### src/design/brlfd_pkg.sv
// shared types, constants and codes of the bilevel run-length frame decoder
package brlfd_pkg;

	localparam int BYTE_W      = 8;
	localparam int LEN_W       = 16;
	localparam int CFG_INDEX_W = 1;
	localparam int CFG_DATA_W  = 8;

	// register reset values
	localparam logic [7:0] PPL_RESET = 8'd240;
	localparam logic [7:0] LPF_RESET = 8'd180;

	// byte codes of the stream
	localparam logic [7:0] CMD_LITERAL = 8'h01;
	localparam logic [7:0] CMD_LONG    = 8'h02;
	localparam logic [7:0] EXIT_BLACK  = 8'h00;
	localparam logic [7:0] EXIT_WHITE  = 8'hFF;

	// header bookkeeping: seven bytes follow the first one, the second of these carries the colour
	localparam logic [2:0] HEADER_FIRST = 3'd7;
	localparam logic [2:0] HEADER_COLOR = 3'd6;

	// pixels in one literal byte
	localparam logic [3:0] LIT_PIXELS = 4'd8;

	// register indexes
	localparam logic [CFG_INDEX_W-1:0] REG_PIXELS_PER_LINE = 1'd0;
	localparam logic [CFG_INDEX_W-1:0] REG_LINES_PER_FRAME = 1'd1;

	typedef enum logic [1:0] {
		LONG_NONE = 2'd0,
		LONG_LOW  = 2'd1,
		LONG_HIGH = 2'd2
	} long_stage_t;

	typedef enum logic [3:0] {
		KIND_START,
		KIND_HEADER,
		KIND_IDLE,
		KIND_LIT_EXIT,
		KIND_LIT_PIX,
		KIND_LONG_LO,
		KIND_LIT_ENTER,
		KIND_LONG_ENTER,
		KIND_RUN
	} kind_t;

	typedef enum logic [1:0] {
		MOD_IDLE,
		MOD_BUSY,
		MOD_DONE
	} mod_state_t;

	typedef struct packed {
		logic             pixel_white;
		logic [LEN_W-1:0] run_length;
		logic             frame_done;
		logic             last;
	} result_t;

	typedef struct packed {
		logic             req;
		logic             clear;
		logic [LEN_W-1:0] dividend;
	} mod_req_t;

	typedef struct packed {
		logic        rdy;
		logic [7:0]  rem;
	} mod_rsp_t;

	typedef struct packed {
		logic emit;
		logic retire;
	} core_stat_t;

endpackage

### src/design/brlfd_mod_unit.sv
// remainder of a 16-bit run position by the line width, two bits per cycle
module brlfd_mod_unit (
	input  logic                clk,
	input  logic                arst_n,
	input  brlfd_pkg::mod_req_t req,
	input  logic [7:0]          divisor,
	output brlfd_pkg::mod_rsp_t rsp
);

	brlfd_pkg::mod_state_t state_q, state_d;
	logic [2:0]  cnt_q;
	logic [15:0] dvd_q;
	logic [7:0]  rem_q;

	logic        fast;
	logic [7:0]  fast_rem;
	logic [8:0]  t1, t2;
	logic [7:0]  r1, r2;
	logic        load, step;

	// dividend below twice the divisor: one compare and subtract
	assign fast     = {1'b0, req.dividend} < {8'd0, divisor, 1'b0};
	assign fast_rem = (req.dividend >= {8'd0, divisor}) ?
		8'(req.dividend - {8'd0, divisor}) : req.dividend[7:0];

	assign t1 = {rem_q, dvd_q[15]};
	assign r1 = (t1 >= {1'b0, divisor}) ? 8'(t1 - {1'b0, divisor}) : t1[7:0];
	assign t2 = {r1, dvd_q[14]};
	assign r2 = (t2 >= {1'b0, divisor}) ? 8'(t2 - {1'b0, divisor}) : t2[7:0];

	always_comb begin
		state_d = state_q;
		load    = 1'b0;
		step    = 1'b0;
		case (state_q)
			brlfd_pkg::MOD_IDLE: begin
				if (req.req && !fast) begin
					load    = 1'b1;
					state_d = brlfd_pkg::MOD_BUSY;
				end
			end
			brlfd_pkg::MOD_BUSY: begin
				step = 1'b1;
				if (cnt_q == 3'd7) begin
					state_d = brlfd_pkg::MOD_DONE;
				end
			end
			brlfd_pkg::MOD_DONE: begin
				state_d = brlfd_pkg::MOD_DONE;
			end
			default: begin
				state_d = brlfd_pkg::MOD_IDLE;
			end
		endcase
		if (req.clear) begin
			state_d = brlfd_pkg::MOD_IDLE;
			load    = 1'b0;
		end
	end

	always_ff @(posedge clk or negedge arst_n) begin
		if (!arst_n) begin
			state_q <= brlfd_pkg::MOD_IDLE;
			cnt_q   <= 3'd0;
		end else begin
			state_q <= state_d;
			if (load) begin
				cnt_q <= 3'd0;
			end else if (step) begin
				cnt_q <= cnt_q + 3'd1;
			end
		end
	end

	always_ff @(posedge clk) begin
		if (load) begin
			dvd_q <= req.dividend;
			rem_q <= 8'd0;
		end else if (step) begin
			dvd_q <= {dvd_q[13:0], 2'b00};
			rem_q <= r2;
		end
	end

	assign rsp.rdy = fast || (state_q == brlfd_pkg::MOD_DONE);
	assign rsp.rem = fast ? fast_rem : rem_q;

	a_done_rem_below: assert property (@(posedge clk) disable iff (!arst_n)
		state_q == brlfd_pkg::MOD_DONE |-> rem_q < divisor)
		else $error("remainder not below divisor");

	a_busy_ends: assert property (@(posedge clk) disable iff (!arst_n)
		state_q == brlfd_pkg::MOD_BUSY && cnt_q == 3'd7 |=> state_q == brlfd_pkg::MOD_DONE)
		else $error("division did not finish after eight steps");

endmodule

### src/design/brlfd_out_reg.sv
// result register between the decoder and the output channel
module brlfd_out_reg (
	input  logic               clk,
	input  logic               arst_n,
	input  logic               load,
	input  brlfd_pkg::result_t data,
	input  logic               out_ready,
	output logic               out_valid,
	output logic               free,
	output brlfd_pkg::result_t result
);

	logic               valid_q;
	brlfd_pkg::result_t data_q;

	assign free = !valid_q || out_ready;

	always_ff @(posedge clk or negedge arst_n) begin
		if (!arst_n) begin
			valid_q <= 1'b0;
		end else if (free) begin
			valid_q <= load;
		end
	end

	always_ff @(posedge clk) begin
		if (load && free) begin
			data_q <= data;
		end
	end

	assign out_valid = valid_q;
	assign result    = data_q;

endmodule

### src/design/brlfd_decode.sv
// byte decoder: stream state, run and literal result generation
module brlfd_decode (
	input  logic                  clk,
	input  logic                  arst_n,
	input  logic                  valid_s1,
	input  logic [7:0]            byte_s1,
	input  logic                  start_s1,
	input  logic [7:0]            ppl,
	input  logic [7:0]            lpf,
	input  logic                  out_free,
	input  brlfd_pkg::mod_rsp_t   mod_rsp,
	output brlfd_pkg::mod_req_t   mod_req,
	output brlfd_pkg::core_stat_t stat,
	output brlfd_pkg::result_t    res
);

	// stream state
	logic [15:0]            pixels_left_q;
	logic [7:0]             column_left_q;
	logic                   literal_mode_q;
	logic                   color_now_q;
	logic                   color_line_q;
	logic [2:0]             header_index_q;
	brlfd_pkg::long_stage_t long_stage_q;
	logic [7:0]             long_low_q;
	logic [2:0]             emit_idx_q;

	logic [15:0]            pixels_left_d;
	logic [7:0]             column_left_d;
	logic                   literal_mode_d;
	logic                   color_now_d;
	logic                   color_line_d;
	logic [2:0]             header_index_d;
	brlfd_pkg::long_stage_t long_stage_d;
	logic [7:0]             long_low_d;
	logic [2:0]             emit_idx_d;

	brlfd_pkg::kind_t kind;

	// run path
	logic [15:0] run_count, run_n, run_after, c16;
	logic        cl_eff, run_split, run_done, run_short, need_mod;
	logic [7:0]  run_col;

	// literal path
	logic [3:0]  lit_m, lit_len, lit_end;
	logic        lit_bit, lit_on, lit_last, lit_cl;
	logic [7:0]  lit_col;

	logic has_res, mod_ok, emit, retire;

	always_comb begin
		kind = brlfd_pkg::KIND_RUN;
		if (start_s1) begin
			kind = brlfd_pkg::KIND_START;
		end else if (header_index_q != 3'd0) begin
			kind = brlfd_pkg::KIND_HEADER;
		end else if (pixels_left_q == 16'd0) begin
			kind = brlfd_pkg::KIND_IDLE;
		end else if (literal_mode_q) begin
			if (byte_s1 == brlfd_pkg::EXIT_BLACK || byte_s1 == brlfd_pkg::EXIT_WHITE) begin
				kind = brlfd_pkg::KIND_LIT_EXIT;
			end else begin
				kind = brlfd_pkg::KIND_LIT_PIX;
			end
		end else begin
			case (long_stage_q)
				brlfd_pkg::LONG_LOW:  kind = brlfd_pkg::KIND_LONG_LO;
				brlfd_pkg::LONG_HIGH: kind = brlfd_pkg::KIND_RUN;
				default: begin
					if (byte_s1 == brlfd_pkg::CMD_LITERAL) begin
						kind = brlfd_pkg::KIND_LIT_ENTER;
					end else if (byte_s1 == brlfd_pkg::CMD_LONG) begin
						kind = brlfd_pkg::KIND_LONG_ENTER;
					end else begin
						kind = brlfd_pkg::KIND_RUN;
					end
				end
			endcase
		end
	end

	// run mode: length clipped at frame end, split where it crosses into a line
	// that starts with the other colour
	assign run_count = (long_stage_q == brlfd_pkg::LONG_HIGH) ?
		{byte_s1, long_low_q} : {8'd0, byte_s1};
	assign run_n     = (run_count < pixels_left_q) ? run_count : pixels_left_q;
	assign c16       = {8'd0, column_left_q};
	assign cl_eff    = (column_left_q == 8'd0) ? color_now_q : color_line_q;
	assign run_split = (column_left_q != 8'd0) && (run_n > c16) && (cl_eff != color_now_q);
	assign run_after = pixels_left_q - run_n;
	assign run_done  = (run_after == 16'd0);
	assign run_short = (column_left_q != 8'd0) && (run_n < c16);
	assign need_mod  = (kind == brlfd_pkg::KIND_RUN) && (run_n != 16'd0) && !run_short
		&& (ppl != 8'd0);

	assign mod_req.req      = valid_s1 && need_mod;
	assign mod_req.dividend = (column_left_q == 8'd0) ? run_n : run_n - c16;
	assign mod_req.clear    = retire;

	always_comb begin
		if (run_n == 16'd0) begin
			run_col = column_left_q;
		end else if (run_short) begin
			run_col = column_left_q - run_n[7:0];
		end else if (ppl == 8'd0 || mod_rsp.rem == 8'd0) begin
			run_col = 8'd0;
		end else begin
			run_col = ppl - mod_rsp.rem;
		end
	end

	// literal mode: pixels of this byte, and the stretch of equal ones from the
	// current emit position
	assign lit_m   = (pixels_left_q >= 16'd8) ? brlfd_pkg::LIT_PIXELS : pixels_left_q[3:0];
	assign lit_bit = byte_s1[3'(3'd7 - emit_idx_q)];

	always_comb begin
		lit_len = 4'd0;
		lit_on  = 1'b1;
		for (int j = 0; j < 8; j++) begin
			if (4'(j) >= {1'b0, emit_idx_q} && 4'(j) < lit_m) begin
				if (lit_on && byte_s1[3'(7 - j)] == lit_bit) begin
					lit_len = lit_len + 4'd1;
				end else begin
					lit_on = 1'b0;
				end
			end
		end
	end

	assign lit_end  = {1'b0, emit_idx_q} + lit_len;
	assign lit_last = (lit_end == lit_m);

	// column and line colour after the literal pixels, one pixel a step
	always_comb begin
		lit_col = column_left_q;
		lit_cl  = color_line_q;
		for (int i = 0; i < 8; i++) begin
			if (4'(i) < lit_m) begin
				if (lit_col == 8'd0) begin
					lit_cl  = byte_s1[3'(7 - i)];
					lit_col = (ppl == 8'd0) ? 8'd0 : ppl - 8'd1;
				end else begin
					lit_col = lit_col - 8'd1;
				end
			end
		end
	end

	// result for the current emit position
	always_comb begin
		has_res = 1'b0;
		res     = '0;
		if (kind == brlfd_pkg::KIND_RUN) begin
			has_res = (run_n != 16'd0);
			if (emit_idx_q == 3'd0) begin
				res.pixel_white = color_now_q;
				res.run_length  = run_split ? c16 : run_n;
				res.frame_done  = run_split ? 1'b0 : run_done;
				res.last        = !run_split;
			end else begin
				res.pixel_white = cl_eff;
				res.run_length  = run_n - c16;
				res.frame_done  = run_done;
				res.last        = 1'b1;
			end
		end else if (kind == brlfd_pkg::KIND_LIT_PIX) begin
			has_res         = 1'b1;
			res.pixel_white = lit_bit;
			res.run_length  = {12'd0, lit_len};
			res.frame_done  = lit_last && (pixels_left_q == {12'd0, lit_m});
			res.last        = lit_last;
		end
	end

	assign mod_ok = !need_mod || mod_rsp.rdy;
	assign emit   = valid_s1 && has_res && mod_ok && out_free;
	assign retire = valid_s1 && mod_ok && (!has_res || (emit && res.last));

	assign stat.emit   = emit;
	assign stat.retire = retire;

	// state after the item
	always_comb begin
		pixels_left_d  = pixels_left_q;
		column_left_d  = column_left_q;
		literal_mode_d = literal_mode_q;
		color_now_d    = color_now_q;
		color_line_d   = color_line_q;
		header_index_d = header_index_q;
		long_stage_d   = long_stage_q;
		long_low_d     = long_low_q;
		case (kind)
			brlfd_pkg::KIND_START: begin
				pixels_left_d  = {8'd0, ppl} * {8'd0, lpf};
				column_left_d  = 8'd0;
				literal_mode_d = 1'b0;
				color_now_d    = 1'b0;
				color_line_d   = 1'b0;
				header_index_d = brlfd_pkg::HEADER_FIRST;
				long_stage_d   = brlfd_pkg::LONG_NONE;
				long_low_d     = 8'd0;
			end
			brlfd_pkg::KIND_HEADER: begin
				if (header_index_q == brlfd_pkg::HEADER_COLOR) begin
					color_now_d  = (byte_s1 != 8'd0);
					color_line_d = (byte_s1 != 8'd0);
				end
				header_index_d = header_index_q - 3'd1;
			end
			brlfd_pkg::KIND_LIT_EXIT: begin
				literal_mode_d = 1'b0;
				color_now_d    = (byte_s1 == brlfd_pkg::EXIT_WHITE);
				if (column_left_q < 8'd8) begin
					color_line_d = (byte_s1 == brlfd_pkg::EXIT_WHITE);
				end
			end
			brlfd_pkg::KIND_LIT_PIX: begin
				pixels_left_d = pixels_left_q - {12'd0, lit_m};
				column_left_d = lit_col;
				color_line_d  = lit_cl;
				color_now_d   = 1'b0;
			end
			brlfd_pkg::KIND_LONG_LO: begin
				long_low_d   = byte_s1;
				long_stage_d = brlfd_pkg::LONG_HIGH;
			end
			brlfd_pkg::KIND_LIT_ENTER: begin
				literal_mode_d = 1'b1;
			end
			brlfd_pkg::KIND_LONG_ENTER: begin
				long_stage_d = brlfd_pkg::LONG_LOW;
			end
			brlfd_pkg::KIND_RUN: begin
				long_stage_d  = brlfd_pkg::LONG_NONE;
				color_line_d  = cl_eff;
				pixels_left_d = run_after;
				column_left_d = run_col;
				color_now_d   = ((column_left_q != 8'd0 && run_n >= c16) ? cl_eff : color_now_q)
					^ 1'b1;
			end
			default: begin
				pixels_left_d = pixels_left_q;
			end
		endcase
	end

	always_comb begin
		emit_idx_d = emit_idx_q;
		if (retire) begin
			emit_idx_d = 3'd0;
		end else if (emit) begin
			emit_idx_d = (kind == brlfd_pkg::KIND_RUN) ? 3'd1 : lit_end[2:0];
		end
	end

	always_ff @(posedge clk or negedge arst_n) begin
		if (!arst_n) begin
			pixels_left_q  <= 16'd0;
			column_left_q  <= 8'd0;
			literal_mode_q <= 1'b0;
			color_now_q    <= 1'b0;
			color_line_q   <= 1'b0;
			header_index_q <= 3'd0;
			long_stage_q   <= brlfd_pkg::LONG_NONE;
			long_low_q     <= 8'd0;
			emit_idx_q     <= 3'd0;
		end else begin
			emit_idx_q <= emit_idx_d;
			if (retire) begin
				pixels_left_q  <= pixels_left_d;
				column_left_q  <= column_left_d;
				literal_mode_q <= literal_mode_d;
				color_now_q    <= color_now_d;
				color_line_q   <= color_line_d;
				header_index_q <= header_index_d;
				long_stage_q   <= long_stage_d;
				long_low_q     <= long_low_d;
			end
		end
	end

	a_idx_clear_when_empty: assert property (@(posedge clk) disable iff (!arst_n)
		!valid_s1 |-> emit_idx_q == 3'd0)
		else $error("emit position left over with no item held");

	a_run_two_results: assert property (@(posedge clk) disable iff (!arst_n)
		valid_s1 && kind == brlfd_pkg::KIND_RUN |-> emit_idx_q <= 3'd1)
		else $error("run byte past its second result");

endmodule

### src/design/bilevel_run_length_frame_decoder_unit.sv
// top level of the bilevel run-length frame decoder
//
// channels
//   in_valid / in_ready: one encoded byte per item, frame_start marking the
//   first header byte of a frame; out_valid / out_ready: one colour run per
//   item, last set on the final run caused by an input byte, frame_done on the
//   run ending the frame; cfg_write / cfg_index / cfg_data write pixels_per_line
//   and lines_per_frame, which the user must do only while the block is idle; it is not enforced
// data flow
//   an accepted byte sits in the input register; its runs are loaded into the
//   result register; one result leaves per cycle while out_ready is high and
//   no remainder is awaited; a run byte gives up to two results, a literal
//   byte up to eight; a run whose pixels from its first line start on reach two
//   or more line widths waits on the remainder unit (one load, eight steps of
//   two bits each)
// reset and stalls
//   arst_n clears all stream state (no frame active, run mode, width 240,
//   180 lines) and holds in_ready low; while out_ready is low the result
//   register holds, and the next byte is still taken when the held one has
//   no results or has handed its last one over
module bilevel_run_length_frame_decoder_unit (
	input  logic                                  clk,
	input  logic                                  arst_n,
	// configuration
	input  logic                                  cfg_write,
	input  logic [brlfd_pkg::CFG_INDEX_W-1:0]     cfg_index,
	input  logic [brlfd_pkg::CFG_DATA_W-1:0]      cfg_data,
	// byte input
	input  logic                                  in_valid,
	output logic                                  in_ready,
	input  logic [brlfd_pkg::BYTE_W-1:0]          data_byte,
	input  logic                                  frame_start,
	// run output
	output logic                                  out_valid,
	input  logic                                  out_ready,
	output logic                                  pixel_white,
	output logic [brlfd_pkg::LEN_W-1:0]           run_length,
	output logic                                  frame_done,
	output logic                                  last
);

	// configuration registers
	logic [7:0] ppl_q;
	logic [7:0] lpf_q;

	// input register
	logic       valid_s1;
	logic [7:0] byte_s1;
	logic       start_s1;

	brlfd_pkg::core_stat_t stat;
	brlfd_pkg::result_t    res;
	brlfd_pkg::result_t    out_res;
	brlfd_pkg::mod_req_t   mod_req;
	brlfd_pkg::mod_rsp_t   mod_rsp;
	logic                  out_free;

	always_ff @(posedge clk or negedge arst_n) begin
		if (!arst_n) begin
			ppl_q <= brlfd_pkg::PPL_RESET;
			lpf_q <= brlfd_pkg::LPF_RESET;
		end else if (cfg_write) begin
			case (cfg_index)
				brlfd_pkg::REG_PIXELS_PER_LINE: ppl_q <= cfg_data;
				brlfd_pkg::REG_LINES_PER_FRAME: lpf_q <= cfg_data;
				default: begin
					ppl_q <= ppl_q;
				end
			endcase
		end
	end

	// a new byte enters when the register is empty or its item retires now
	assign in_ready = arst_n && (!valid_s1 || stat.retire);

	always_ff @(posedge clk or negedge arst_n) begin
		if (!arst_n) begin
			valid_s1 <= 1'b0;
		end else if (in_ready) begin
			valid_s1 <= in_valid;
		end
	end

	always_ff @(posedge clk) begin
		if (in_valid && in_ready) begin
			byte_s1  <= data_byte;
			start_s1 <= frame_start;
		end
	end

	// decoder: stream state and result selection
	brlfd_decode u_decode (
		.clk      (clk),
		.arst_n   (arst_n),
		.valid_s1 (valid_s1),
		.byte_s1  (byte_s1),
		.start_s1 (start_s1),
		.ppl      (ppl_q),
		.lpf      (lpf_q),
		.out_free (out_free),
		.mod_rsp  (mod_rsp),
		.mod_req  (mod_req),
		.stat     (stat),
		.res      (res)
	);

	// column remainder for runs that wrap over line starts
	brlfd_mod_unit u_mod (
		.clk     (clk),
		.arst_n  (arst_n),
		.req     (mod_req),
		.divisor (ppl_q),
		.rsp     (mod_rsp)
	);

	// result register towards the receiver
	brlfd_out_reg u_out (
		.clk       (clk),
		.arst_n    (arst_n),
		.load      (stat.emit),
		.data      (res),
		.out_ready (out_ready),
		.out_valid (out_valid),
		.free      (out_free),
		.result    (out_res)
	);

	assign pixel_white = out_res.pixel_white;
	assign run_length  = out_res.run_length;
	assign frame_done  = out_res.frame_done;
	assign last        = out_res.last;

	a_done_is_last: assert property (@(posedge clk) disable iff (!arst_n)
		out_valid && frame_done |-> last)
		else $error("frame end reported on a run that is not the last of its item");

endmodule
### config.mk
export PLATFORM = sky130hd
export DESIGN_NAME = bilevel_run_length_frame_decoder_unit
export DESIGN_NICKNAME = d
export VERILOG_FILES = /design/src/design/brlfd_pkg.sv /design/src/design/brlfd_mod_unit.sv /design/src/design/brlfd_out_reg.sv /design/src/design/brlfd_decode.sv /design/src/design/bilevel_run_length_frame_decoder_unit.sv
export SDC_FILE = /design/constraint.sdc
export NUM_CORES = 1
export LEC_CHECK = 0
export BUFFER_PORTS_ARGS = -buffer_cell sky130_fd_sc_hd__buf_2
export CAP_MARGIN = 30
export CORE_UTILIZATION = 45
export DETAILED_ROUTE_END_ITERATION = 16
export GPL_ROUTABILITY_DRIVEN = 1
export GPL_TIMING_DRIVEN = 0
export PLACE_DENSITY_LB_ADDON = 0.3
export SYNTH_ARGS = -nofsm -noshare
export SYNTH_HDL_FRONTEND = slang
export SYNTH_SLANG_ARGS = --single-unit
### constraint.sdc
create_clock -name clk -period 33.4 [get_ports clk]
set_input_delay 3.34 -clock clk [delete_from_list [all_inputs] [get_ports clk]]
set_output_delay 3.34 -clock clk [all_outputs]
set_load 0.01 [all_outputs]
==> impl.org, run 1 <==
** Global route
- Total GRT Usage :: 0.294
- Number of antenna violations at the first check in global routing :: 0
- In the global route stage, met2 resource usage came out at 0.456.
- Met3 GRT Util :: 0.0523
- Overflow left after global routing :: 0
- Via count of the first global-routing pass :: 14,700
- Entering global routing, the biggest net connects 64 pins.
- The first global-routing pass estimated 81,700 microns of wire.
- For this run, global-route usage on met1 was measured as 0.406.
- The global routing stage identified its most utilized layer as met2.

** Floorplan
- Site Rows :: 67
- Die area :: 35,500 sq um
- Starting utilization of the core area :: 0.462
- In this run the vertical extent of the chip is 189 microns.
- 44 I/O pins were placed.
- The region available for standard cell placement spans 33,900 sq um.
- Width of the die :: 189 microns

** Critical path
- STA puts the critical path data arrival time at 10.62 ns.
- On the critical path, the stage with the largest delay is an instance of o21ai_0.
- Max incr delay on CP :: 0.69 ns
- Buffer and inverter count on the worst path :: 9
- The setup path with the least slack is of type reg -> out.
- Grouping stages by cell kind, the critical path spends the most delay in compound AO/OA/AOI/OAI gates.
- CP required :: 30.06 ns
- The worst setup path is launched from a flop.
- Endpoint class of the critical path :: output port
- Max Fanout on Critical Path :: 10

** Logic synthesis
- Synthesis inferred 118 register bits.
- After synthesis the cells add up to 15,700 sq um.
- Share of async-settable or async-resettable flops after synthesis :: 0.559
- Of the total synthesized cell area, the portion taken by AND, OR, NAND and NOR gates is 0.222.
- Of the total synthesized cell area, the portion taken by full adders, half adders and majority gates is 0.174.
- Portion of synthesized cell area occupied by the leading cell type :: 0.118
- Syn Inst Count :: 1,923
- In this run, distinct cell masters in the synthesized netlist total 118.
- Cell type with the largest total area after synthesis :: ha_1
- During synthesis, Yosys emitted a total of 0 warnings.
- Count of flip-flops with a built-in enable after synthesis :: 44
- Seq/Total Area, Yosys :: 0.201
- Most frequent cells after synthesis :: nand2_1, ha_1, nor2_1, inv_1, o21ai_0
- Mux share of post-synthesis cell area :: 0.0488
- After synthesis, the cell types taking the most area are ha_1, dfrtp_1, edfxtp_1, fa_1, nand2_1.
- Of the total synthesized cell area, the portion taken by XOR and XNOR cells is 0.0576.
- Among all flip-flop cells after synthesis, the most frequent one is dfrtp_1.
- Synthesized-area fraction occupied by ao, oa, aoi and oai cells :: 0.242
- After synthesis, the largest family of logic cells by area is compound AO/OA/AOI/OAI gates.
- Mean instance size in the synthesized netlist :: 8.14 sq um
- Most repeated cell in the gate-level netlist after synthesis :: nand2_1
- Number of nets in the synthesized netlist :: 2,137

** Clocking
- Hold buffer count at cts :: 0
- Clock insertion delay at the later pin of the skew report :: 0.44 ns
- Clock-pin transition on the worst setup and hold timing paths :: 0.06 ns
- The H-tree generated during clock tree synthesis spans 4 levels.
- The number of gates resized after CTS was 0.
- TritonCTS built the clock tree.
- Post-CTS setup repair buffer count :: 0
- Buffers from clock root to sink, at most :: 2
- Clk sinks :: 118
- Clock Tree Root :: clkbuf_16
- Num CTS Buffers :: 17

** Timing
- The tightest hold path in the finished design has a slack of 0.491 ns.
- Shortest period the worst path allows :: 13.96 ns
- The final number of max-transition violations was 0.
- Setup-failing EPs final :: 0
- Setup skew after layout :: 0.0106 ns
- Transition time of the tightest slew-check pin :: 1.18 ns
- Tightest slew margin relative to the limit :: 0.205
- Dividing the final minimum period by the clock period gives 0.418.
- Highest attainable clock frequency :: 71.6 MHz
- Setup total negative slack on the finished layout was measured at 0 ns.
- The count of endpoints failing hold in the final timing report came to 0.
- Unrepaired setup endpoints after global routing :: no
- Worst-case setup margin in the final layout :: 19.44 ns

** Worst hold path
- HP Class :: reg -> reg

** Placement
- Weighted congestion reported at the end of routability-driven placement :: 1.00
- Timing analysis after detailed placement gives a worst setup slack of 20.15 ns.
- Port Buffer Count :: 43
- After detailed placement, the total cell area comes to 16,500 sq um.
- The wire-length estimate of the detail-placed layout is 40,900 microns.

** Job
- Max-cap violations in this run came to 0.

** Layout
- Final std cell area, no fill :: 17,100 sq um
- Layout cell share with drive strength beyond 1 :: 0.101
- Final net count :: 2,206
- Relative to the synthesized area, the layout overhead comes to 9.29%.

** Route
- Starting DRT DRC Count :: 1,576
- After detailed routing, the average wire length per cell comes to 21.2 microns.
- For this run, the detailed router's first-pass iteration total came to 5.
- In the routed design, unresolved DRC markers number 0.
- Number of nets still failing antenna checks after routing :: 0
- Routed wire length :: 52,000 microns
- Vias/cell :: 6.23
- Via Count :: 15,300

** Outcome
- The run finished with clean final reports.
sequential cells by signal (all words and copies together) (netlist names), 2 cells and up:
signal,flops
byte_s1,8
lpf_q,8
ppl_q,8
u_decode.column_left_q,8
u_decode.emit_idx_q,3
u_decode.header_index_q,3
u_decode.long_low_q,8
u_decode.long_stage_q,2
u_decode.pixels_left_q,16
u_mod.cnt_q,3
u_mod.dvd_q,16
u_mod.rem_q,8
u_mod.state_q,2
u_out.result,19
final cells by class:
| cell class | instances | area (sq um) |
|---|---|---|
| fillers | 3305 | 16800 |
| clock inverters | 12 | 154 |
| diodes | 1 | 2.50 |
| clock buffers | 20 | 437 |
| plain buffers | 77 | 342 |
| flip-flops and latches | 118 | 3140 |
| inverters | 135 | 507 |
| well taps | 448 | 561 |
| repair buffers | 50 | 298 |
| multi-input cells | 1593 | 11700 |
logic make-up after synthesis:
kind of cell,after synthesis
xor+xnor,103
compound gates,559
fa+ha+maj,191
flops,118
simple gates,670
other cells,1
buf+inv,212
mux,69
metal layers:
layer  wire length, microns  up-vias
li1                       -     7112
met1                  22900     7385
met2                  23100      681
met3                   4270      109
met4                   1780        0
met5                      0        -
metrics by stage:
stage | std cells | util
after floorplan | 1923 | -
after global placement | 2414 | 0.485
after detailed placement | 2420 | 0.487
after CTS | 2452 | 0.505
after global routing | 2453 | 0.505
final | 2454 | 0.505
cell usage in the layout, fill, tap and decap left out, drive strengths merged, types with 13 or more instances in the layout:
cell / netlist / layout
xnor2: 66 / 66
o211ai: 15 / 15
ha: 147 / 147
nand4: 34 / 34
nand3: 45 / 45
a21oi: 118 / 118
a211oi: 33 / 33
nor2b: 22 / 22
xor2: 37 / 37
o21a: 17 / 17
edfxtp: 44 / 44
and2: 59 / 59
buf: 18 / 67
nor2: 142 / 142
inv: 134 / 135
o22ai: 14 / 14
nor3: 38 / 38
or3: 14 / 14
mux2i: 37 / 37
o21ai: 143 / 143
a21o: 68 / 68
a22oi: 15 / 15
nor4: 20 / 20
nand2: 210 / 210
fa: 44 / 44
mux2: 30 / 30
dfrtp: 58 / 58
nand2b: 27 / 27
and3: 13 / 13
clkbuf: 59 / 80
a31oi: 26 / 26
worst paths after layout:
path	cells past startpoint	slack [ns]	start	end
worst min register to register	1	0.49	u_decode.header_index_q[0]	u_decode.header_index_q[0]
max in group asynchronous	2	30.09	arst_n	lpf_q[5]
worst max-delay path	36	19.44	u_decode.long_stage_q[0]	in_ready
worst min-delay path	1	0.49	u_decode.header_index_q[0]	u_decode.header_index_q[0]
worst max register to register	43	19.99	ppl_q[1]	u_decode.color_line_q
min in group asynchronous	1	2.71	arst_n	u_decode.emit_idx_q[1]
Power of run 1 is not shown: default switching activity piles up to over one toggle a cycle in this logic, so the estimate is an artifact.
==> run 2: changes to the inputs <==
==> constraint.sdc (replaced) <==
create_clock -name clk -period 13.6 [get_ports clk]
set_input_delay 1.36 -clock clk [delete_from_list [all_inputs] [get_ports clk]]
set_output_delay 1.36 -clock clk [all_outputs]
set_load 0.01 [all_outputs]
==> run 2 against run 1 <==
  * Via count shrank 0.22%
  * Non-clock buffer count is the same
  * Hold slack gained 0.0097 ns
  * Design area grew 0.11%
  * First-iteration DRC count grew 2.4%
  * Sequential cell count is the same
  * Clock-buffer cell count is the same
  * Worst setup slack lost 19 ns
  * Critical path type is now reg -> reg
  * Sequential share of layout area is essentially flat
  * Critical endpoint is now u_decode.color_line_q
==> impl.org, run 2 (same netlist as run 1, synthesis figures left out) <==
** Timing
- Tightest hold margin :: 0.500 ns
- Endpoints failing hold :: 0
- Transition time of the tightest slew-check pin :: 1.16 ns
- The clock period could shrink to 12.70 ns.
- Tightest slew margin relative to the limit :: 0.215
- Setup-failing EPs final :: 0
- Highest attainable clock frequency :: 78.8 MHz
- The final number of max-transition violations came to 0.
- Setup skew after layout :: 0.0109 ns
- Of the available clock period, the critical path in the final layout requires 0.934.
- Setup repair after global routing left no endpoint under its margin.
- Sum Neg Setup Slack :: 0 ns

** Route
- Number of nets still failing antenna checks after routing :: 0
- Vias/cell :: 6.22
- The detailed router finished its first iteration with 1,614 violations.
- TritonRoute pass-1 iters :: 6
- For this run, design rule violations remaining after detail routing come to 0.
- Wires add up to 52,200 microns.
- Detailed routing inserted a total of 15,300 vias.
- Dividing the detail-routed wire length by the instance count gives 21.3 microns.

** Floorplan
- The initial utilization of the core area, before any placement, comes to 0.462.
- Width of the die :: 189 microns
- Number of ports placed on the die boundary :: 44
- Site Rows :: 67
- Die area :: 35,500 sq um
- In this run the vertical extent of the chip is 189 microns.
- Area inside the core boundary :: 33,900 sq um

** Placement
- The count of buffers added on input and output ports is 43.
- Cell area reported after detailed placement :: 16,500 sq um
- Placed wire-length estimate after detailed placement :: 40,900 microns
- Routability-driven placement finished with a final weighted congestion of 1.00.
- DP Cell Count :: 2,420

** Global route
- Overflow left after global routing :: 0
- Number of antenna violations at the first check in global routing :: 0
- Via count of the first global-routing pass :: 14,700
- The first global-routing pass estimated 81,700 microns of wire.
- Largest net degree at the start of global routing :: 64
- For this run, the total global-route usage over all layers was measured as 0.294.

** Layout
- With fillers left out, the area of the finished cells amounts to 17,100 sq um.
- Storage element area :: 3140 sq um
- Relative to the synthesized area, the layout overhead comes to 9.41%.
- Number of standard cells in the layout, taps in and fillers out :: 2,453
- The register with the most flip-flops in the layout has 19 of them.
- Fill cells in the final layout number 3,302.
- Highest-count cells in the layout ignoring fill and taps :: nand2_1, ha_1, nor2_1, inv_1, o21ai_0
- Leading cell type in the layout, fill and taps excluded :: nand2_1
- In the final layout, the multi-input gates occupy 11,700 sq um.
- Layout cell share with drive strength beyond 1 :: 0.104
- 0 antenna diodes ended up in the layout.
- Final net count :: 2,206

** Critical path
- Endpoint class of the critical path :: flop
- Crit-path slowest cell :: or4b_4
- Most frequent CP cell :: ha_1
- Buffer and inverter count on the worst path :: 6
- Cell count along the critical path :: 43
- CP required :: 13.91 ns
- Along the worst path, the maximum fanout reaches 10.
- Max incr delay on CP :: 0.52 ns
- Gate family responsible for the most delay along the worst path :: simple AND/OR/NAND/NOR gates
- Nature of the critical path startpoint :: flop
- By startpoint and endpoint, the worst setup path is classified as reg -> reg.
- Data arrival time at the worst-slack endpoint :: 13.01 ns
- Depth of the most critical reg-to-reg path :: 43

** Clocking
- TritonCTS built the clock tree.
- The clock tree synthesis step divided the H-tree into 4 levels.
- In this run, CTS created clock tree buffers numbering 17.
- Clock-pin slew was measured on the worst setup and hold paths at 0.06 ns.
- Clock Tree Root :: clkbuf_16
- Clk sinks :: 118
- For this design, the CTS-stage hold fixing added 0 buffers.
- Counting along the longest clock path gives a buffer depth of 2.
- Post-CTS setup repair buffer count :: 0
- The later pin in the worst-skew pair is clocked with a latency of 0.43 ns.

** Job
- Across the run, the number of max-cap violations was 0.

** Worst hold path
- HP Class :: reg -> reg
- Counting instances, the worst hold path has a depth of 1.

** Outcome
- Outcome :: finished, final reports clean
## run 2: worst paths after layout
| kind | slack, ns | from | to |
|---|---|---|---|
| worst max-delay path | 0.90 | ppl_q[1] | u_decode.color_line_q |
| worst min-delay path | 0.50 | u_decode.header_index_q[0] | u_decode.header_index_q[0] |
| worst max register to register | 0.90 | ppl_q[1] | u_decode.color_line_q |
| worst min register to register | 0.50 | u_decode.header_index_q[0] | u_decode.header_index_q[0] |
| max in group asynchronous | 12.26 | arst_n | lpf_q[5] |
| min in group asynchronous | 0.73 | arst_n | u_decode.emit_idx_q[1] |
## run 2: what timing repair did
item / in CTS / in global routing
endpoints found under the hold margin: 0 / 0
gates resized for setup: 0 / 9
setup endpoints to repair: 0 / 9
## run 2: area by class of cell
cell class | instances | area share
Multi-Input combinational cell | 1593 | 0.682
Timing Repair Buffer | 50 | 0.0174
Tap cell | 448 | 0.0327
Buffer | 77 | 0.0201
Clock inverter | 12 | 0.00899
Inverter | 135 | 0.0298
Sequential cell | 118 | 0.184
Clock buffer | 20 | 0.0255
## run 2: per-layer routing
layer  routed length, microns  track usage  share of wire  vias to the layer above
met1                    22900        0.406           0.44                     7383
met3                     4310       0.0523          0.083                      103
met2                    23200        0.456           0.45                      665
met5                        0            0              0                        -
met4                     1780        0.113          0.034                        0
li1                         -            -              -                     7103
## run 2: through the flow
step	utilization	worst slack [ns]
floorplan	-	2.88
finish	0.506	0.902
detailed placement	0.487	0.548
CTS	0.505	0.482
global placement	0.485	0.705
global route	0.506	0.0588
Power of run 2 is left out for the same reason.
